### src/design/slcp_pkg.sv
package slcp_pkg;

   localparam logic [7:0] CHAR_LF    = 8'h0A;
   localparam logic [7:0] CHAR_CR    = 8'h0D;
   localparam logic [7:0] CHAR_TAB   = 8'h09;
   localparam logic [7:0] CHAR_VT    = 8'h0B;
   localparam logic [7:0] CHAR_FF    = 8'h0C;
   localparam logic [7:0] CHAR_SPACE = 8'h20;
   localparam logic [7:0] CHAR_PLUS  = 8'h2B;
   localparam logic [7:0] CHAR_MINUS = 8'h2D;
   localparam logic [7:0] CHAR_NUL   = 8'h00;

   // prefix text, first character in the highest byte
   localparam logic [31:0] KEY_PREFIX  = 32'h4B_45_59_20;     // "KEY "
   localparam logic [39:0] CARD_PREFIX = 40'h43_41_52_44_20;  // "CARD "
   localparam int unsigned KEY_PREFIX_LEN  = 4;
   localparam int unsigned CARD_PREFIX_LEN = 5;
   localparam int unsigned CARD_ID_BYTES   = 4;

   localparam logic KIND_KEY  = 1'b0;
   localparam logic KIND_CARD = 1'b1;

   localparam logic [1:0] RD_OFF_FIRST  = 2'd0;
   localparam logic [1:0] RD_OFF_SECOND = 2'd1;
   localparam logic [1:0] RD_OFF_SEP    = 2'd2;

   typedef struct packed {
      logic       store_wr;
      logic       fill_clr;
      logic       pos_key;
      logic       pos_card;
      logic       pos_inc;
      logic       rd_en;
      logic [1:0] rd_off;
      logic       c0_cap;
      logic       c1_cap;
      logic       card_step;
      logic       id_clr;
      logic       pend_load;
      logic       pend_clr;
      logic       out_key;
      logic       out_last;
      logic       out_empty;
      logic       out_card;
   } cmd_type;

   typedef struct packed {
      logic line_end;
      logic fill_nz;
      logic is_key;
      logic is_card;
      logic rd_end;
      logic pend_valid;
      logic out_busy;
   } status_type;

endpackage

### src/design/slcp_dp.sv
module slcp_dp #(
   parameter int unsigned LINE_BUFFER_BYTES = 64
) (
   input  logic                 clock,
   input  logic                 reset,
   input  logic [7:0]           req_tdata,
   input  slcp_pkg::cmd_type    cmd,
   output slcp_pkg::status_type sts,
   output logic                 rsp_tvalid,
   input  logic                 rsp_tready,
   output logic [39:0]          rsp_tdata,
   output logic [1:0]           rsp_tuser,
   output logic                 rsp_tlast
);

   localparam int unsigned IDX_W = $clog2(LINE_BUFFER_BYTES);
   localparam int unsigned CNT_W = IDX_W + 1;
   localparam logic [CNT_W-1:0] FILL_MAX = CNT_W'(LINE_BUFFER_BYTES - 1);

   logic [7:0]       store_mem [LINE_BUFFER_BYTES];
   logic [CNT_W-1:0] fill_ff;
   logic [CNT_W-1:0] pos_ff;
   logic             key_ok_ff;
   logic             card_ok_ff;
   logic [7:0]       rd_data_ff;
   logic             rd_in_ff;
   logic [7:0]       c0_ff;
   logic [7:0]       c1_ff;
   logic [31:0]      id_ff;
   logic [7:0]       pend_ff;
   logic             pend_valid_ff;
   logic             rsp_valid_ff;
   logic             rsp_kind_ff;
   logic [7:0]       rsp_char_ff;
   logic             rsp_pres_ff;
   logic [31:0]      rsp_id_ff;
   logic             rsp_last_ff;

   logic [CNT_W-1:0] rd_addr;
   logic [7:0]       rd_char;
   logic             key_match;
   logic             card_match;
   logic [7:0]       pair;
   logic             sep_space;

   function automatic logic [4:0] hex_val(input logic [7:0] c);
      logic [4:0] r;
      r = 5'd0;
      if (c >= 8'h30 && c <= 8'h39) begin
         r = {1'b1, 4'(c - 8'h30)};
      end else if (c >= 8'h61 && c <= 8'h66) begin
         r = {1'b1, 4'(c - 8'h57)};
      end else if (c >= 8'h41 && c <= 8'h46) begin
         r = {1'b1, 4'(c - 8'h37)};
      end
      return r;
   endfunction

   function automatic logic [7:0] pair_value(input logic [7:0] c0, input logic [7:0] c1);
      logic [4:0] h0;
      logic [4:0] h1;
      logic [7:0] r;
      h0 = hex_val(c0);
      h1 = hex_val(c1);
      r  = 8'd0;
      if (c0 == slcp_pkg::CHAR_SPACE || c0 == slcp_pkg::CHAR_TAB ||
          c0 == slcp_pkg::CHAR_LF || c0 == slcp_pkg::CHAR_VT ||
          c0 == slcp_pkg::CHAR_FF || c0 == slcp_pkg::CHAR_CR) begin
         r = h1[4] ? {4'd0, h1[3:0]} : 8'd0;
      end else if (c0 == slcp_pkg::CHAR_PLUS) begin
         r = h1[4] ? {4'd0, h1[3:0]} : 8'd0;
      end else if (c0 == slcp_pkg::CHAR_MINUS) begin
         r = h1[4] ? 8'(8'd0 - {4'd0, h1[3:0]}) : 8'd0;
      end else if (h0[4]) begin
         r = h1[4] ? {h0[3:0], h1[3:0]} : {4'd0, h0[3:0]};
      end
      return r;
   endfunction

   // prefix flags are built as the first bytes arrive
   always_comb begin
      key_match  = 1'b0;
      card_match = 1'b0;
      for (int i = 0; i < 5; i++) begin
         if (fill_ff == CNT_W'(i)) begin
            if (i < 4) begin
               key_match = (req_tdata == slcp_pkg::KEY_PREFIX[8*(3-i) +: 8]);
            end
            card_match = (req_tdata == slcp_pkg::CARD_PREFIX[8*(4-i) +: 8]);
         end
      end
   end

   assign rd_addr   = pos_ff + CNT_W'(cmd.rd_off);
   assign rd_char   = rd_in_ff ? rd_data_ff : 8'd0;
   assign pair      = pair_value(c0_ff, c1_ff);
   assign sep_space = (rd_char == slcp_pkg::CHAR_SPACE);

   always_ff @(posedge clock) begin
      if (cmd.store_wr && fill_ff != FILL_MAX) begin
         store_mem[fill_ff[IDX_W-1:0]] <= req_tdata;
      end
      if (cmd.rd_en) begin
         rd_data_ff <= store_mem[rd_addr[IDX_W-1:0]];
         rd_in_ff   <= (rd_addr < fill_ff);
      end
   end

   always_ff @(posedge clock) begin
      if (reset) begin
         fill_ff    <= '0;
         key_ok_ff  <= 1'b0;
         card_ok_ff <= 1'b0;
      end else if (cmd.fill_clr) begin
         fill_ff <= '0;
      end else if (cmd.store_wr) begin
         if (fill_ff == FILL_MAX) begin
            fill_ff <= '0;
         end else begin
            fill_ff <= fill_ff + CNT_W'(1);
            if (fill_ff == '0) begin
               key_ok_ff  <= key_match;
               card_ok_ff <= card_match;
            end else begin
               key_ok_ff  <= key_ok_ff & (key_match | fill_ff >= CNT_W'(4));
               card_ok_ff <= card_ok_ff & (card_match | fill_ff >= CNT_W'(5));
            end
         end
      end
   end

   always_ff @(posedge clock) begin
      if (cmd.pos_key) begin
         pos_ff <= CNT_W'(slcp_pkg::KEY_PREFIX_LEN);
      end else if (cmd.pos_card) begin
         pos_ff <= CNT_W'(slcp_pkg::CARD_PREFIX_LEN);
      end else if (cmd.pos_inc) begin
         pos_ff <= pos_ff + CNT_W'(1);
      end else if (cmd.card_step) begin
         pos_ff <= pos_ff + CNT_W'(2) + CNT_W'(sep_space);
      end
      if (cmd.c0_cap) begin
         c0_ff <= rd_char;
      end
      if (cmd.c1_cap) begin
         c1_ff <= rd_char;
      end
      if (cmd.id_clr) begin
         id_ff <= '0;
      end else if (cmd.card_step) begin
         id_ff <= {id_ff[23:0], pair};
      end
      if (cmd.pend_load) begin
         pend_ff <= rd_data_ff;
      end
   end

   always_ff @(posedge clock) begin
      if (reset) begin
         pend_valid_ff <= 1'b0;
      end else if (cmd.pend_clr) begin
         pend_valid_ff <= 1'b0;
      end else if (cmd.pend_load) begin
         pend_valid_ff <= 1'b1;
      end
   end

   // result register
   always_ff @(posedge clock) begin
      if (reset) begin
         rsp_valid_ff <= 1'b0;
      end else if (cmd.out_key || cmd.out_empty || cmd.out_card) begin
         rsp_valid_ff <= 1'b1;
      end else if (rsp_tready) begin
         rsp_valid_ff <= 1'b0;
      end
   end

   always_ff @(posedge clock) begin
      if (cmd.out_key) begin
         rsp_kind_ff <= slcp_pkg::KIND_KEY;
         rsp_char_ff <= pend_ff;
         rsp_pres_ff <= 1'b1;
         rsp_id_ff   <= '0;
         rsp_last_ff <= cmd.out_last;
      end else if (cmd.out_empty) begin
         rsp_kind_ff <= slcp_pkg::KIND_KEY;
         rsp_char_ff <= '0;
         rsp_pres_ff <= 1'b0;
         rsp_id_ff   <= '0;
         rsp_last_ff <= 1'b1;
      end else if (cmd.out_card) begin
         rsp_kind_ff <= slcp_pkg::KIND_CARD;
         rsp_char_ff <= '0;
         rsp_pres_ff <= 1'b0;
         rsp_id_ff   <= id_ff;
         rsp_last_ff <= 1'b1;
      end
   end

   assign rsp_tvalid = rsp_valid_ff;
   assign rsp_tdata  = {rsp_id_ff, rsp_char_ff};
   assign rsp_tuser  = {rsp_pres_ff, rsp_kind_ff};
   assign rsp_tlast  = rsp_last_ff;

   assign sts.line_end   = (req_tdata == slcp_pkg::CHAR_LF) || (req_tdata == slcp_pkg::CHAR_CR);
   assign sts.fill_nz    = (fill_ff != '0);
   assign sts.is_key     = key_ok_ff && (fill_ff >= CNT_W'(slcp_pkg::KEY_PREFIX_LEN));
   assign sts.is_card    = card_ok_ff && (fill_ff >= CNT_W'(slcp_pkg::CARD_PREFIX_LEN));
   assign sts.rd_end     = !rd_in_ff || (rd_data_ff == slcp_pkg::CHAR_NUL);
   assign sts.pend_valid = pend_valid_ff;
   assign sts.out_busy   = rsp_valid_ff && !rsp_tready;

endmodule

### src/design/slcp_ctrl.sv
module slcp_ctrl (
   input  logic                 clock,
   input  logic                 reset,
   input  logic                 req_tvalid,
   output logic                 req_tready,
   input  slcp_pkg::status_type sts,
   output slcp_pkg::cmd_type    cmd
);

   localparam logic [3:0] ST_IDLE   = 4'd0;
   localparam logic [3:0] ST_K_RD   = 4'd1;
   localparam logic [3:0] ST_K_EV   = 4'd2;
   localparam logic [3:0] ST_C_RD0  = 4'd3;
   localparam logic [3:0] ST_C_RD1  = 4'd4;
   localparam logic [3:0] ST_C_RD2  = 4'd5;
   localparam logic [3:0] ST_C_EV   = 4'd6;
   localparam logic [3:0] ST_C_OUT  = 4'd7;

   localparam logic [1:0] LAST_BYTE = 2'(slcp_pkg::CARD_ID_BYTES - 1);

   logic [3:0] state_ff;
   logic [3:0] state_in;
   logic [1:0] byte_cnt_ff;
   logic [1:0] byte_cnt_in;
   logic       accept;

   assign req_tready = (state_ff == ST_IDLE);
   assign accept     = req_tvalid && req_tready;

   always_comb begin
      state_in    = state_ff;
      byte_cnt_in = byte_cnt_ff;
      cmd         = '0;
      unique case (state_ff)
         ST_IDLE: begin
            if (accept) begin
               if (!sts.line_end) begin
                  cmd.store_wr = 1'b1;
               end else if (sts.fill_nz) begin
                  priority if (sts.is_key) begin
                     cmd.pos_key  = 1'b1;
                     cmd.pend_clr = 1'b1;
                     state_in     = ST_K_RD;
                  end else if (sts.is_card) begin
                     cmd.pos_card = 1'b1;
                     cmd.id_clr   = 1'b1;
                     byte_cnt_in  = '0;
                     state_in     = ST_C_RD0;
                  end else begin
                     cmd.fill_clr = 1'b1;
                  end
               end
            end
         end
         ST_K_RD: begin
            cmd.rd_en  = 1'b1;
            cmd.rd_off = slcp_pkg::RD_OFF_FIRST;
            state_in   = ST_K_EV;
         end
         ST_K_EV: begin
            if (sts.rd_end) begin
               if (!sts.out_busy) begin
                  if (sts.pend_valid) begin
                     cmd.out_key  = 1'b1;
                     cmd.out_last = 1'b1;
                  end else begin
                     cmd.out_empty = 1'b1;
                  end
                  cmd.fill_clr = 1'b1;
                  state_in     = ST_IDLE;
               end
            end else if (!sts.pend_valid) begin
               cmd.pend_load = 1'b1;
               cmd.pos_inc   = 1'b1;
               state_in      = ST_K_RD;
            end else if (!sts.out_busy) begin
               cmd.out_key   = 1'b1;
               cmd.pend_load = 1'b1;
               cmd.pos_inc   = 1'b1;
               state_in      = ST_K_RD;
            end
         end
         ST_C_RD0: begin
            cmd.rd_en  = 1'b1;
            cmd.rd_off = slcp_pkg::RD_OFF_FIRST;
            state_in   = ST_C_RD1;
         end
         ST_C_RD1: begin
            cmd.c0_cap = 1'b1;
            cmd.rd_en  = 1'b1;
            cmd.rd_off = slcp_pkg::RD_OFF_SECOND;
            state_in   = ST_C_RD2;
         end
         ST_C_RD2: begin
            cmd.c1_cap = 1'b1;
            cmd.rd_en  = 1'b1;
            cmd.rd_off = slcp_pkg::RD_OFF_SEP;
            state_in   = ST_C_EV;
         end
         ST_C_EV: begin
            cmd.card_step = 1'b1;
            byte_cnt_in   = byte_cnt_ff + 2'd1;
            state_in      = (byte_cnt_ff == LAST_BYTE) ? ST_C_OUT : ST_C_RD0;
         end
         ST_C_OUT: begin
            if (!sts.out_busy) begin
               cmd.out_card = 1'b1;
               cmd.fill_clr = 1'b1;
               state_in     = ST_IDLE;
            end
         end
         default: begin
            state_in = ST_IDLE;
         end
      endcase
   end

   always_ff @(posedge clock) begin
      if (reset) begin
         state_ff    <= ST_IDLE;
         byte_cnt_ff <= '0;
      end else begin
         state_ff    <= state_in;
         byte_cnt_ff <= byte_cnt_in;
      end
   end

endmodule

### src/design/serial_line_command_parser.sv
// serial line command parser
// input channel req_*: one received character per item in req_tdata[7:0]
// result channel rsp_*: tdata holds key_char and card_id, tuser holds
// line_kind and char_present, tlast marks the final result of a line
// ordinary characters are stored and the parser stays ready for the next
// one; CR or LF closes a non-empty line
// a "KEY " line gives one result per payload character, each from one
// store read and one evaluate step, or one empty result
// a "CARD " line gives one result: four id bytes, each read as three
// store reads and one evaluate step, then the output step
// the line store has one write and one read port and is read at most once
// per cycle; input is not taken while a line is being parsed
// results sit in one output register; a stalled receiver holds the parser
// in place, and after the last result of a line new input is taken even
// while that result still waits
// reset empties the line store and drops any pending result
module serial_line_command_parser #(
   parameter int unsigned LINE_BUFFER_BYTES = 64
) (
   input  logic        clock,
   input  logic        reset,
   input  logic        req_tvalid,
   output logic        req_tready,
   input  logic [7:0]  req_tdata,   // rx_byte
   output logic        rsp_tvalid,
   input  logic        rsp_tready,
   output logic [39:0] rsp_tdata,   // key_char, card_id
   output logic [1:0]  rsp_tuser,   // line_kind, char_present
   output logic        rsp_tlast    // last_of_run
);

   slcp_pkg::cmd_type    cmd;
   slcp_pkg::status_type sts;

   slcp_ctrl u_ctrl (
      .clock      (clock),
      .reset      (reset),
      .req_tvalid (req_tvalid),
      .req_tready (req_tready),
      .sts        (sts),
      .cmd        (cmd)
   );

   slcp_dp #(
      .LINE_BUFFER_BYTES (LINE_BUFFER_BYTES)
   ) u_dp (
      .clock      (clock),
      .reset      (reset),
      .req_tdata  (req_tdata),
      .cmd        (cmd),
      .sts        (sts),
      .rsp_tvalid (rsp_tvalid),
      .rsp_tready (rsp_tready),
      .rsp_tdata  (rsp_tdata),
      .rsp_tuser  (rsp_tuser),
      .rsp_tlast  (rsp_tlast)
   );

   a_card_no_char: assert property (@(posedge clock) disable iff (reset)
      rsp_tvalid && rsp_tuser[0] |-> rsp_tdata[7:0] == 8'd0 && !rsp_tuser[1] && rsp_tlast)
      else $error("card result carries a key character");

   a_key_no_id: assert property (@(posedge clock) disable iff (reset)
      rsp_tvalid && !rsp_tuser[0] |-> rsp_tdata[39:8] == 32'd0)
      else $error("key result carries a card id");

   a_empty_is_last: assert property (@(posedge clock) disable iff (reset)
      rsp_tvalid && !rsp_tuser[0] && !rsp_tuser[1] |-> rsp_tlast && rsp_tdata[7:0] == 8'd0)
      else $error("empty key result not final");

endmodule

### config.mk
export PLATFORM = sky130hd
export DESIGN_NAME = serial_line_command_parser
export DESIGN_NICKNAME = d
export VERILOG_FILES = /design/src/design/slcp_pkg.sv /design/src/design/slcp_dp.sv /design/src/design/slcp_ctrl.sv /design/src/design/serial_line_command_parser.sv
export SDC_FILE = /design/constraint.sdc
export NUM_CORES = 1
export LEC_CHECK = 0
export BUFFER_PORTS_ARGS = -buffer_cell sky130_fd_sc_hd__buf_2
export CAP_MARGIN = 20
export CORE_MARGIN = 4
export CORE_UTILIZATION = 55
export CTS_CLUSTER_SIZE = 12
export DETAILED_ROUTE_END_ITERATION = 8
export GPL_TIMING_DRIVEN = 0
export PLACE_DENSITY_LB_ADDON = 0.05
export RECOVER_POWER = 100
export REMOVE_ABC_BUFFERS = 1
export SYNTH_ARGS = -nofsm -noshare
export SYNTH_HDL_FRONTEND = slang
export SYNTH_SLANG_ARGS = --single-unit
### constraint.sdc
create_clock -name clock -period 4.4 [get_ports clock]
set_input_delay 0.88 -clock clock [delete_from_list [all_inputs] [get_ports clock]]
set_output_delay 0.88 -clock clock [all_outputs]
set_load 0.02 [all_outputs]
# [Yosys cells after proc, flatten, opt, wreduce, memory -nomap -nowiden]
# Memories as Yosys holds them, arrays and structs flattened. A register that Yosys moved wholly into a read port is not among the register bits.
# Index checks and enable logic that the tools add are counted.
[classes] n_eq_ne=40 reduce_logical=40 order_cmp=15 div=0 n_addsub=13 n_mul=0 shifts=0 bitwise=6 muxes=95
[ops] operator="$mux W8" n=10
[ops] operator="$eq A8 B4 Y1 const B" n=7
[ops] operator="$eq A8 B7 Y1 const B" n=7
[ops] operator="$mux W1" n=48
[ops] operator="$mux W4" n=11
[ops] operator="$eq A8 B6 Y1 const B" n=5
[ops] operator="$ge A8 B7 Y1 const B" n=4
[ops] operator="$le A8 B7 Y1 const B" n=4
[ops] operator="$pmux W4 S8" n=1
[ops] operator="$mux W5" n=6
[ops] operator="$mux W7" n=3
[ops] operator="$eq A4 B3 Y1 const B" n=4
[ops] operator="$ge A8 B6 Y1 const B" n=2
[ops] operator="$le A8 B6 Y1 const B" n=2
[ops] operator="$mux W2" n=8
[ops] operator="$sub A4 B3 Y4 const B" n=4
[ops] operator="$mux W3" n=5
[ops] operator="$add A7 B1 Y7 const B" n=2
[ops] operator="$eq A7 B2 Y1 const B" n=2
[ops] operator="$ge A7 B3 Y1 const B" n=2
[ops] operator="$logic_and A1 B1 Y1" n=11
[ops] operator="$ne A2 B2 Y1 const B" n=5
[ops] operator="$reduce_or A2 Y1" n=5
[ops] operator="$logic_or A1 B1 Y1" n=9
[ops] operator="32 further kinds" n=42
[word_totals] out_inout_bits=45 rom_bits=0 latchBits=0 mem_count=1 ff_bits=124 ram_bits=512 word_cells=229
[mem_list] memory="u_dp.store_mem" words=64 word_bits=8 read_ports=1 rd_clocked_by_memory_dff=1 wr=1 line="slcp_dp.sv:20" source="logic [7:0] store_mem [LINE_BUFFER_BYTES];"

# [Depth between registers and ports, before layout]
# Gate-level depths: netlist of the first run.
[depth] word_depth=11 ltp_mapped=16 depth_no_buf=12

# [Hierarchy]
# Synthesis of the first run repeated with hierarchy kept, for this count alone.
[hier_totals] hier_cells=1458 hier_area_um2=25902.3
[by_module_without_submodules] mod="slcp_dp" area_each_um2=25386.8 instances=1 seq_area_each_um2=18317.6 cells_per_inst=1387
[by_module_without_submodules] mod="slcp_ctrl" area_each_um2=515.5 instances=1 seq_area_each_um2=120.1 cells_per_inst=71

# [Worst setup path before layout of the first run]
# No wires, ideal clock.
[synth_path] path_type="reg2reg" from="register u_ctrl.state_ff[1]" to="register u_dp.rd_in_ff (data pin)" path_stages_with_launch=17 slack_ns=0.284 period_less_slack_ns=4.116 t_required_ns=4.271 setup_ns=0.129 arrival_ns=3.986 path_cell_list="dfxtp_1 > buf_2 > nand2b_1 > nor3_1 > ha_1 > inv_1 > fa_1 > buf_2 > buf_1 > buf_2 > inv_1 > ha_1 > a21o_1 > a21o_1 > a21o_1 > a21oi_1 > o21a_1"
[synth_between] elab_chain_len=5
[synth_rtl] element="start: declaration" line="slcp_ctrl.sv:21" source="logic [3:0] state_ff;"
[synth_rtl] element="start signal: assignment" line="slcp_ctrl.sv:123" source="state_ff <= state_in;"
[synth_rtl] element="$eq A4 B1 Y1 or $eq A4 B2 Y1 (tied branches)" line="slcp_ctrl.sv:34" source="unique case (state_ff)"
[synth_rtl] element="$reduce_or A2 Y1 (no source line)"
[synth_rtl] element="$pmux W3 S3 *" line="slcp_ctrl.sv:34"
[synth_rtl] element="$add A7 B2 Y7 *" line="slcp_dp.sv:94" source="assign rd_addr = pos_ff + CNT_W'(cmd.rd_off);"
[synth_rtl] element="$lt A7 B7 Y1 *" line="slcp_dp.sv:105" source="rd_in_ff <= (rd_addr < fill_ff);"
[synth_rtl] element="end signal: assignment" line="slcp_dp.sv:105"
[synth_rtl] element="end: declaration" line="slcp_dp.sv:26" source="logic rd_in_ff;"
# Mark *: on every way between the ends. The rest lies on a longest branch, timed or not.
# A chain may end at the register's enable or synchronous reset.

# [Final worst setup path of the first run]
[layout_path] from="register u_ctrl.state_ff[1]" to="register u_dp.rd_data_ff[7], read port of u_dp.store_mem (data pin)"
[layout_between] elab_chain_len=4
[layout_rtl] element="$eq A4 B1 Y1 or $eq A4 B2 Y1 (tied branches)" line="slcp_ctrl.sv:34"
[layout_rtl] element="$reduce_or A2 Y1 (no source line)"
[layout_rtl] element="$pmux W3 S3 *" line="slcp_ctrl.sv:34"
[layout_rtl] element="$add A7 B2 Y7" line="slcp_dp.sv:94"
[layout_rtl] element="end: declaration" line="slcp_dp.sv:25" source="logic [7:0] rd_data_ff;"
# Marks and branches as above.

==> results of run 1 <==
## through the flow
step	area (um2)	utilization [%]	std cells	hold slack (ns)	total power [uW]
6_report	29300	62.6	2318	0.453	15500
2_1_floorplan	25800	-	1515	0.432	9450
3_3_place_gp	26800	57.3	2178	0.439	10000
4_1_cts	29500	63.0	2317	0.452	15600
3_5_place_dp	27400	58.5	2201	0.445	10300
5_1_grt	29300	62.6	2318	0.472	16100
## flip-flops by register name, indices dropped and copies added (netlist names), 2 cells and up
name                flops
u_ctrl.state_ff         4
u_dp.pos_ff             7
u_dp.c0_ff              8
u_dp.rsp_id_ff         32
u_ctrl.byte_cnt_ff      2
u_dp.id_ff             32
u_dp.fill_ff            7
u_dp.rsp_char_ff        8
u_dp.rd_data_ff         8
u_dp.store_mem        512
u_dp.pend_ff            8
u_dp.c1_ff              8
## synthesized netlist by cell type (all sizes together), types with 3 or more instances
cell	n
edfxtp	554
nand2	175
mux4	128
nor2	119
dfxtp	90
a21oi	60
buf	54
clkbuf	32
and2	27
inv	27
and3	26
a22o	24
ha	24
a31oi	23
nand3	22
o21ai	21
mux2i	19
a211oi	12
nor3	11
or3	10
a221o	9
mux2	9
nand2b	9
o32ai	9
a21o	7
o211ai	7
a211o	6
a32oi	6
nor4	6
xor2	6
a22oi	4
nor3b	4
o21a	4
nand4	3
nor2b	3
o22ai	3
or4	3
or4b	3
xnor2	3
## cell families (layout without fill, tap and decap cells)
group	Yosys count	in the layout	synth area share, %
DFF	644	644	70.2
and+or+nand+nor	434	434	7.95
AOI/OAI and AO/OA	217	217	6.09
muxes	156	156	12.1
buffers and inverters	115	225	2.12
adders and majority gates	25	25	1.22
xor gates and xnor gates	9	9	0.300
other	1	1	0.0143
## power groups by stage
stage	combinational, uW	sequential (uW)	clock, uW
floorplan	2610	6840	0
global placement	3190	6840	0
detailed placement	3430	6860	0
global route	3690	6730	5670
CTS	3480	6730	5420
finish	3440	6730	5310
## placed cells by master, fill, tap and decap left out, drive strengths merged, types with 26 or more instances in the layout
cell type	n
edfxtp	554
nand2	175
clkbuf	145
mux4	128
nor2	119
dfxtp	90
a21oi	60
inv	28
buf	28
and2	27
and3	26
## routing by layer
layer	part of all wire, %	vias up	track usage (%)
met3	5.0	103	3.75
met5	0	-	0
met1	45	7390	33.8
met2	48	387	36.1
li1	-	6411	-
met4	2.6	0	5.89
## worst max-delay path: cells and delay by family, from the launching register on
kind / cells / cell delay, ns
AO/OA/AOI/OAI: 3 / 0.83
adder cells (fa/ha/maj): 2 / 1.05
buffers and inverters: 3 / 0.60
flip-flops: 1 / 0.42
multiplexers: 1 / 0.37
AND/OR/NAND/NOR: 3 / 0.68
## how the worst max path moves through the flow
stage,startpoint,endpoint,slack (ns),cells after the start
finish,u_ctrl.state_ff[1],u_dp.rd_data_ff[7],0.17,12
floorplan,u_ctrl.state_ff[2],u_dp.rd_data_ff[6],-3.41,8
global placement,u_ctrl.state_ff[2],u_dp.rd_in_ff,-8.86,12
global route,u_ctrl.state_ff[1],u_dp.rd_data_ff[5],0.03,12
CTS,u_ctrl.state_ff[0],u_dp.rd_in_ff,0.01,11
detailed placement,u_ctrl.state_ff[2],u_dp.rd_data_ff[7],-0.58,12
## area by class of cell
| class | instances | area (um2) | area share (%) |
|---|---|---|---|
| clock inverter | 23 | 156 | 0.534 |
| multi-input combinational | 842 | 7240 | 24.7 |
| clock buffer | 91 | 1890 | 6.43 |
| inverter | 29 | 113 | 0.384 |
| tap | 607 | 759 | 2.59 |
| timing repair buffer | 82 | 716 | 2.44 |
| sequential | 644 | 18400 | 62.9 |
## what timing repair did
item | in CTS | in global routing
pin swaps | 1 | 0
setup buffers | 2 | 0
gates resized for setup | 2 | 2
endpoints found under the setup margin | 8 | 8
hold endpoints to repair | 0 | 0
cloned | 0 | 1
==> metrics.md, run 1 <==
| Metric | Value |
|---|---|
| Outcome | finished, violations left |
| Failing checks | max-capacitance violations, max-slew violations |
| Area grow syn2layout | 11.6% |
| Fraction of layout cells with a size suffix above 1 | 16.4% |
| Worst R2R Path Depth | 12 |
| Worst EP required | 4.73 ns |
| DR vias/cell | 6.17 |
| Ys Warns | 0 |
| Type of origin of the critical path | flop |
| Total Neg Setup Slack | 0 ns |
| CP max stage delay | 0.86 ns |
| Sw frac | 26.3% |
| Global Route Usage Sum | 22.8% |
| Routed len/inst | 24.9 um |
| CTS Buffer Depth | 3 |
| Initial Util | 56.0% |
| Synth Instances | 1601 |
| Core Region | 46900 um2 |
| Logic pwr share | 22.2% |
| Synth cell types | 91 |
| Post-route setup slack | 0.170 ns |
| Unrepaired setup endpoints after global routing | false |
| Reg clk slew, reported paths | 0.06 ns |
| HP Class | flop to flop |
| Die width | 226 um |
| Pre-Repair DR Iteration Count | 6 |
| Fin crit period | 4.23 ns |
| Sequential power share | 43.5% |
| Clk network pwr share | 34.3% |
| Yosys top cell area share | 63.4% |
| Synth area leader | edfxtp_1 |
| Vias in the first global route | 14100 |
| Reg-to-reg critical path startpoint | u_ctrl.state_ff[1] |
| FF+latch count, synth | 644 |
| Layout Nets | 1705 |
| Initial antenna violation count | 0 |
| Int Pwr | 11400 uW |
| Crit-path cells | nand2b_1 -> nor3_2 -> ha_4 -> inv_1 -> fa_4 -> buf_16 -> buf_16 -> mux4_2 -> and2_1 -> a211oi_1 -> o32ai_1 -> a221o_1 |
| Post-Route Skew | 0.0152 ns |
| HP Start | u_dp.rsp_id_ff[17] |
| FMAX | 236 MHz |
| CTS tree | yes |
| Die outline area | 51300 um2 |
| Synth Cell Area | 26300 um2 |
| Cells on Worst Hold Path | 2 |
| DP HPWL | 35500 um |
| Max cap viols | 2 |
| Measured slew at the worst slew-check pin | 2.47 ns |
| DR vias | 14300 |
| Endpoints failing setup | 0 |
| Post-synth EDFFs | 554 |
| CP Capture Type | flop |
| Pin count of the biggest net entering global routing | 55 |
| FP Rows | 79 |
| ANT nets after route | 0 |
| Root buffer cell | clkbuf_16 |
| Worst VDD drop | 0.000309 V |
| DRC violation count after routing | 0 |
| First-pass GRT wire length | 87000 um |
| Relative slew slack | -64.9% |
| Sink Count | 644 |
| Hold EP | u_dp.rsp_id_ff[17] |
| Asr flop ratio synth | 0% |
| Top cell by count, worst path | buf_16 |
| Syn_area_per_cell | 16.4 um2 |
| P per Cell Area | 528 nW/um2 |
| Fin. Hold Viols | 0 |
| Cts-stage hold buffer count | 0 |
| R2R Path End | u_dp.rd_data_ff[7] |
| TritonCTS buffer count | 69 |
| Die Y | 226 um |
| Port bufs | 56 |
| Fillers | 3407 |
| GR Overflow Total | 0 |
| Top cells by area, synth | edfxtp_1 63%, mux4_2 11%, dfxtp_1 6.9% |
| Setup Crit Path Kind | flop to flop |
| Final Cycle Share | 96.1% |
| CP max stage cell | fa_4 |
| Antenna fix cells | 0 |
| Fin. max-slew vios | 101 |
| Lkg Pwr | 0.00955 uW |
| Pre-CTS setup slack | -0.585 ns |
| Worst Path Arrival | 4.56 ns |
| Psw | 4080 uW |
| IO Count | 57 |
| Main synth FF type | edfxtp_1 |
| H-tree depth | 3 |
| Crit Path Max Fanout | 48 |
| Clk Latency, worst-skew pair | 0.59 ns |
| Iter 0 DRT Violations | 1358 |
| Flop2flop setup slack | 0.17 ns |
| Gp weighted congestion | 0.827 |
| Sequential area share after synthesis | 70.2% |
| Final WL | 57800 um |
No activity file was read; power rests on OpenSTA's default activity.
==> run 2: changes to the inputs <==
--- a/config.mk
+++ b/config.mk
@@ -7,13 +7,12 @@
 export LEC_CHECK = 0
 export BUFFER_PORTS_ARGS = -buffer_cell sky130_fd_sc_hd__buf_2
 export CAP_MARGIN = 20
-export CORE_MARGIN = 4
+export CORE_MARGIN = 3
 export CORE_UTILIZATION = 55
 export CTS_CLUSTER_SIZE = 12
 export DETAILED_ROUTE_END_ITERATION = 8
 export GPL_TIMING_DRIVEN = 0
-export PLACE_DENSITY_LB_ADDON = 0.05
-export RECOVER_POWER = 100
+export PLACE_DENSITY_LB_ADDON = 0.12
 export REMOVE_ABC_BUFFERS = 1
 export SYNTH_ARGS = -nofsm -noshare
 export SYNTH_HDL_FRONTEND = slang
==> run 2 against run 1 <==
Compared with the run above:
- the flow now finishes without violations
- clock-buffer cell count grew 2
- clock skew grew 0.0064 ns
- critical path type unchanged
- non-clock buffer count shrank 1
- clock power grew 2%
- highest routed layer unchanged
- die area shrank 1.8%
- critical endpoint unchanged
- hold slack lost 0.0033 ns
==> metrics.md, run 2 (synthesis gave the netlist of run 1 again) <==
| Metric | Value |
|---|---|
| Clk Latency, worst-skew pair | 0.60 ns (about the same) |
| CP startpoint | u_ctrl.state_ff[1] |
| Min Hold Slack | 0.450 ns (-0.00330 ns) |
| Commonest cells after routing, fill and taps aside | 554 x edfxtp_1, 174 x nand2_1, 128 x mux4_2 |
| Final Cycle Share | 96.0% (-0.12 points) |
| Layout Nets | 1705 (unchanged) |
| Sw frac | 26.1% (-0.22 points) |
| Initial antenna violation count | 0 (unchanged) |
| Endpoints failing setup | 0 (unchanged) |
| Crit Path Max Fanout | 40 (-17%) |
| Initial Util | 56.0% (unchanged) |
| CTS tree | yes |
| Fin. Hold Viols | 0 (unchanged) |
| DRC violation count after routing | 0 (unchanged) |
| H-tree depth | 3 (unchanged) |
| Final core utilization | 63.1% (+0.58 points) |
| Setup Crit Path Kind | flop to flop |
| R2R Path End | u_dp.rd_data_ff[7] |
| Worst Path Arrival | 4.65 ns (+0.09 ns) |
| Worst R2R Path Depth | 12 (unchanged) |
| Psw | 4060 uW (-0.30%) |
| Final WL | 56500 um (-2.3%) |
| Pre-CTS setup slack | -0.505 ns (+0.0795 ns) |
| Post-Route Skew | 0.0216 ns (+0.00636 ns) |
| Fin. max-slew vios | 0 (-100%) |
| Max cap viols | 0 (-2) |
| Unrepaired setup endpoints after global routing | false |
| TritonCTS buffer count | 69 (unchanged) |
| Worst Setup EP | u_dp.rd_data_ff[7] |
| Logic pwr share | 21.8% (-0.4 points) |
| Relative slew slack | 34.7% (+100 points) |
| DP HPWL | 35000 um (-1.3%) |
| Fin crit period | 4.22 ns (-0.00537 ns) |
| Most common cell after layout, fill and taps aside | edfxtp_1 |
| IO Count | 57 (unchanged) |
| Reg clk slew, reported paths | 0.06 ns (about the same) |
| Global Route Usage Sum | 22.9% (+0.14 points) |
| ANT nets after route | 0 (unchanged) |
| Area grow syn2layout | 12.7% |
| Cts-stage hold buffer count | 0 (unchanged) |
| Max reg flops | 512 (unchanged) |
| Measured slew at the worst slew-check pin | 0.977 ns (-1.50 ns) |
| Post-route setup slack | 0.176 ns (+0.00537 ns) |
| GR Overflow Total | 0 (unchanged) |
| CP Capture Type | flop |
| DR vias/cell | 6.16 (about the same) |
| Iter 0 DRT Violations | 1282 (-5.6%) |
| Clk network pwr share | 34.9% (+0.6 points) |
| Worst EP required | 4.83 ns (+0.10 ns) |
| Core Region | 46900 um2 (unchanged) |
| Reg-to-reg critical path startpoint | u_ctrl.state_ff[1] |
| Die Y | 224 um (-0.88%) |
| Sequential power share | 43.3% (-0.2 points) |
| Antenna fix cells | 0 (unchanged) |
| DR vias | 14300 (+0.021%) |
| Pre-Repair DR Iteration Count | 5 (-1) |
| First-pass GRT wire length | 86300 um (-0.72%) |
| P per Cell Area | 526 nW/um2 (-0.40%) |
| Pin count of the biggest net entering global routing | 53 (-3.6%) |
| Flop2flop setup slack | 0.18 ns (about the same) |
| Die width | 224 um (-0.88%) |
| Outcome | completed |
| Routed len/inst | 24.3 um (-2.4%) |
| Vias in the first global route | 14200 (+0.28%) |
| Worst VDD drop | 0.000374 V (+21%) |
| HP Class | flop to flop |
| Sink Count | 644 (unchanged) |
| Lkg Pwr | 0.00982 uW (+2.8%) |
| Port bufs | 56 (unchanged) |
| FMAX | 237 MHz (+0.13%) |
| Root buffer cell | clkbuf_16 |
| CTS Buffer Depth | 3 (unchanged) |
| FP Rows | 79 (unchanged) |
| Gp weighted congestion | 0.838 (+1.3%) |
| Int Pwr | 11500 uW (+0.83%) |
| Die outline area | 50400 um2 (-1.8%) |
| Fraction of layout cells with a size suffix above 1 | 20.6% (+4.2 points) |
| Type of origin of the critical path | flop |
-- run 2: cell count changes in the layout (fill, tap and decap cells not counted), sizes merged --
cell	change
buf	+53
clkbuf	-52
clkinv	-3
inv	+3
clkinvlp	-1
xor2	+1
-- run 2: area by class of cell --
cell class | instances | area, um2
flip-flops and latches | 644 | 18400
fillers | 3341 | 17300
multi-input cells | 843 | 7360
clock buffers | 93 | 1930
repair buffers | 81 | 800
well taps | 607 | 759
clock inverters | 22 | 175
inverters | 29 | 113
-- run 2: worst min path at each step --
stage | start | endpoint | depth (start not counted)
after floorplan | u_dp.id_ff[24] | u_dp.rsp_id_ff[24] | 2
after global placement | u_dp.rsp_id_ff[1] | u_dp.rsp_id_ff[1] | 2
after detailed placement | u_dp.id_ff[25] | u_dp.rsp_id_ff[25] | 2
after CTS | u_dp.id_ff[25] | u_dp.rsp_id_ff[25] | 2
after global routing | u_dp.rsp_id_ff[0] | u_dp.rsp_id_ff[0] | 2
final | u_dp.id_ff[25] | u_dp.rsp_id_ff[25] | 2
-- run 2: metal layers --
metal / global-route usage (%) / wire (um) / up-vias
met2: 36.1 / 26900 / 509
li1: - / - / 6399
met5: 0 / 0 / -
met4: 7.20 / 1570 / 0
met3: 4.45 / 3600 / 110
met1: 33.1 / 24400 / 7276
-- run 2: worst max-delay path, stage by stage (launching register included) --
cell	delay (ns)
dfxtp_1	0.41
nand2b_1	0.23
nor3_2	0.26
ha_4	0.19
inv_1	0.05
fa_4	1.01
buf_16	0.28
buf_16	0.27
mux4_2	0.25
nand2_1	0.08
and3_1	0.20
o32ai_1	0.50
a221o_1	0.28
-- run 2: timing repair --
item | in CTS | in global routing
resized for setup | 1 | 3
setup endpoints to repair | 9 | 9
setup buffers | 2 | 0
pin swaps | 1 | 1
gates cloned | 1 | 0
-- run 2: per-stage QoR --
| step | power, uW | setup TNS, ns | std cells | area, um2 |
|---|---|---|---|---|
| after floorplan | 9450 | -30.41 | 1515 | 25800 |
| after global placement | 10000 | -185.86 | 2178 | 26800 |
| after detailed placement | 10200 | -3.85 | 2200 | 27400 |
| final | 15600 | 0 | 2319 | 29600 |
| after global routing | 16100 | 0 | 2319 | 29600 |
| after CTS | 15700 | 0 | 2318 | 29500 |
-- run 2: power groups by stage --
stage	Clock, uW	Sequential (uW)	Combinational, uW
after floorplan	0	6840	2610
after global placement	0	6840	3160
after detailed placement	0	6850	3380
after CTS	5520	6730	3430
after global routing	5770	6730	3640
final	5440	6730	3400
==> run 3: changes to the inputs <==
--- a/config.mk
+++ b/config.mk
@@ -9,6 +9,7 @@
 export CAP_MARGIN = 20
 export CORE_MARGIN = 3
 export CORE_UTILIZATION = 55
+export CTS_BUF_LIST = sky130_fd_sc_hd__clkbuf_4
 export CTS_CLUSTER_SIZE = 12
 export DETAILED_ROUTE_END_ITERATION = 8
 export GPL_TIMING_DRIVEN = 0
==> run 3 against run 2 <==
Compared with the run above:
- critical path depth unchanged
- non-clock buffer count unchanged
- clock skew rose by 0.039 ns
- hold slack worse by 0.23 ns
- clock-buffer cell count is 147 higher
- core utilization up 0.20 points
- die area unchanged
- sequential power about the same
- combinational power is essentially flat
- register-to-register slack lost 0.08 ns
- worst setup slack got worse by 0.084 ns
==> metrics.md, run 3 (synthesis gave the netlist of run 1 again) <==
| Metric | Value |
|---|---|
| Die Y | 224 um (unchanged) |
| Total chip power | 15400 uW (-1.0%) |
| Lkg Pwr | 0.0101 uW (+2.6%) |
| Logic pwr share | 22.1% (+0.3 points) |
| Unrepaired setup endpoints after global routing | false |
| Sw frac | 27.2% (+1.1 points) |
| HP Class | primary input to flop |
| Gr busiest metal | met2 |
| Final Cycle Share | 97.9% (+1.9 points) |
| Fraction of layout cells with a size suffix above 1 | 27.9% (+7.3 points) |
| Outcome | completed |
| P per Cell Area | 519 nW/um2 (-1.4%) |
| Reg-to-reg critical path startpoint | u_ctrl.state_ff[1] |
| DR vias | 14900 (+4.5%) |
| Measured slew at the worst slew-check pin | 0.947 ns (-0.0298 ns) |
| Clk Latency, worst-skew pair | 1.00 ns (+0.40 ns) |
| ANT nets after route | 0 (unchanged) |
| Reg clk slew, reported paths | 0.06 ns (about the same) |
| CTS tree | yes |
| Crit-path cells | nand2b_1 -> nor3_2 -> ha_4 -> inv_1 -> fa_4 -> buf_16 -> buf_16 -> mux4_2 -> nand2_1 -> and3_1 -> o32ai_1 -> a221o_1 |
| Pin count of the biggest net entering global routing | 53 (unchanged) |
| Routed len/inst | 23.2 um (-4.9%) |
| Hold EP | u_dp.rsp_tvalid |
| Top cell by count, worst path | buf_16 |
| Worst VDD drop | 0.000307 V (-18%) |
| Setup Crit Path Kind | flop to flop |
| Grt met1 use | 33.0% (-0.071 points) |
| Commonest cells after routing, fill and taps aside | 554 x edfxtp_1, 240 x clkbuf_4, 174 x nand2_1 |
| CTS Buffer Depth | 3 (unchanged) |
| Worst R2R Path Depth | 12 (unchanged) |
| DR vias/cell | 5.98 (-2.9%) |
| Post-Route Skew | 0.0608 ns (+0.0392 ns) |
| Fin crit period | 4.31 ns (+0.0843 ns) |
| Endpoints failing setup | 0 (unchanged) |
| Layout Nets | 1798 (+5.5%) |
| Cells on Worst Hold Path | 2 (unchanged) |
| Vias in the first global route | 14900 (+5.1%) |
| Flop2flop setup slack | 0.09 ns (-0.08 ns) |
| Clk network pwr share | 34.2% (-0.7 points) |
| Fin. Hold Viols | 0 (unchanged) |
| Initial Util | 56.0% (unchanged) |
| Iter 0 DRT Violations | 1359 (+6.0%) |
| FP Rows | 79 (unchanged) |
| IO Count | 57 (unchanged) |
| GRT met2 Usage | 36.6% (+0.48 points) |
| Die outline area | 50400 um2 (unchanged) |
| Most common cell after layout, fill and taps aside | edfxtp_1 |
| Relative slew slack | 36.7% (+2.0 points) |
| CP max stage delay | 1.01 ns (about the same) |
| TritonCTS buffer count | 162 (+130%) |
| Psw | 4190 uW (+3.1%) |
| Root buffer cell | clkbuf_4 |
| Max reg flops | 512 (unchanged) |
| Fin. max-slew vios | 0 (unchanged) |
| Crit Path Max Fanout | 40 (unchanged) |
| Core Region | 46900 um2 (unchanged) |
| Routing usage on met3 | 5.68% (+1.2 points) |
| Port bufs | 56 (unchanged) |
| H-tree depth | 4 (+1) |
| Die width | 224 um (unchanged) |
| Type of origin of the critical path | flop |
| Total Neg Setup Slack | 0 ns (unchanged) |
| First-pass GRT wire length | 88200 um (+2.2%) |
| Pre-Repair DR Iteration Count | 6 (+1) |
| Initial antenna violation count | 2 (+2) |
| CP max stage cell | fa_4 |
| DRC violation count after routing | 0 (unchanged) |
| Int Pwr | 11200 uW (-2.5%) |
| GR Overflow Total | 0 (unchanged) |
| R2R Path End | u_dp.rd_data_ff[7] |
| DP HPWL | 35000 um (unchanged) |
| Sink Count | 644 (unchanged) |
| HP Start | reset |
| FMAX | 232 MHz (-2.0%) |
| Global Route Usage Sum | 23.6% (+0.71 points) |
| Final WL | 57800 um (+2.4%) |
| Cts-stage hold buffer count | 0 (unchanged) |
| Max cap viols | 0 (unchanged) |
| Sequential power share | 43.7% (+0.4 points) |
| Worst EP required | 5.22 ns (+0.39 ns) |
| Gp weighted congestion | 0.838 (unchanged) |
| CP Capture Type | flop |
| Area grow syn2layout | 13.0% |
| Worst Path Arrival | 5.13 ns (+0.48 ns) |
==> run 3: repair_timing <==
action	4_1_cts	5_1_grt
resized for setup	1	3
setup buffers	2	0
setup endpoints to repair	9	9
pin swaps	1	1
cloned	1	0
==> run 3: worst max-delay path: cells and delay by family (launching register included) <==
family | cells | cell delay, ns
flip-flops | 1 | 0.42
buffers and inverters | 3 | 0.61
AO/OA/AOI/OAI | 2 | 0.82
multiplexers | 1 | 0.24
adder cells (fa/ha/maj) | 2 | 1.20
AND/OR/NAND/NOR | 4 | 0.79
==> run 3: power groups by stage <==
stage	clock network [uW]	logic, uW	registers [uW]
floorplan	0	2610	6840
global placement	0	3160	6840
detailed placement	0	3380	6850
CTS	5410	3430	6730
global route	5740	3650	6730
finish	5270	3400	6730
==> run 3: final cells by class <==
| cell class | instances | area, um2 |
|---|---|---|
| sequential | 644 | 18400 |
| fill | 3455 | 17200 |
| multi-input combinational | 843 | 7360 |
| clock buffer | 240 | 1800 |
| timing repair buffer | 81 | 800 |
| tap | 607 | 759 |
| clock inverter | 45 | 379 |
| inverter | 29 | 113 |
| antenna | 8 | 20.0 |
==> run 3: worst max path at each step <==
stage / to / startpoint / slack [ns]
2_1_floorplan: u_dp.rd_data_ff[6] / u_ctrl.state_ff[2] / -3.41
3_3_place_gp: u_dp.rd_data_ff[4] / u_ctrl.state_ff[2] / -8.99
3_5_place_dp: u_dp.rd_data_ff[3] / u_ctrl.state_ff[2] / -0.51
4_1_cts: u_dp.rd_data_ff[3] / u_ctrl.state_ff[2] / 0.05
5_1_grt: u_dp.rd_data_ff[7] / u_ctrl.state_ff[1] / 0.02
6_report: u_dp.rd_data_ff[7] / u_ctrl.state_ff[1] / 0.09
==> run 3: per-layer routing <==
layer,vias up,routed length [um]
li1,6726,-
met1,7551,24700
met2,567,27900
met3,95,3950
met4,0,1340
met5,-,0
==> run 3: per-stage QoR <==
| stage | hold slack (ns) | util (%) | cells | setup WS [ns] | cell area, um2 |
|---|---|---|---|---|---|
| 2_1_floorplan | 0.432 | - | 1515 | -3.41 | 25800 |
| 3_3_place_gp | 0.439 | 57.3 | 2178 | -8.99 | 26800 |
| 3_5_place_dp | 0.443 | 58.4 | 2200 | -0.505 | 27400 |
| 4_1_cts | 0.113 | 63.2 | 2488 | 0.0459 | 29600 |
| 5_1_grt | 0.148 | 63.3 | 2497 | 0.0243 | 29700 |
| 6_report | 0.219 | 63.3 | 2497 | 0.0915 | 29700 |
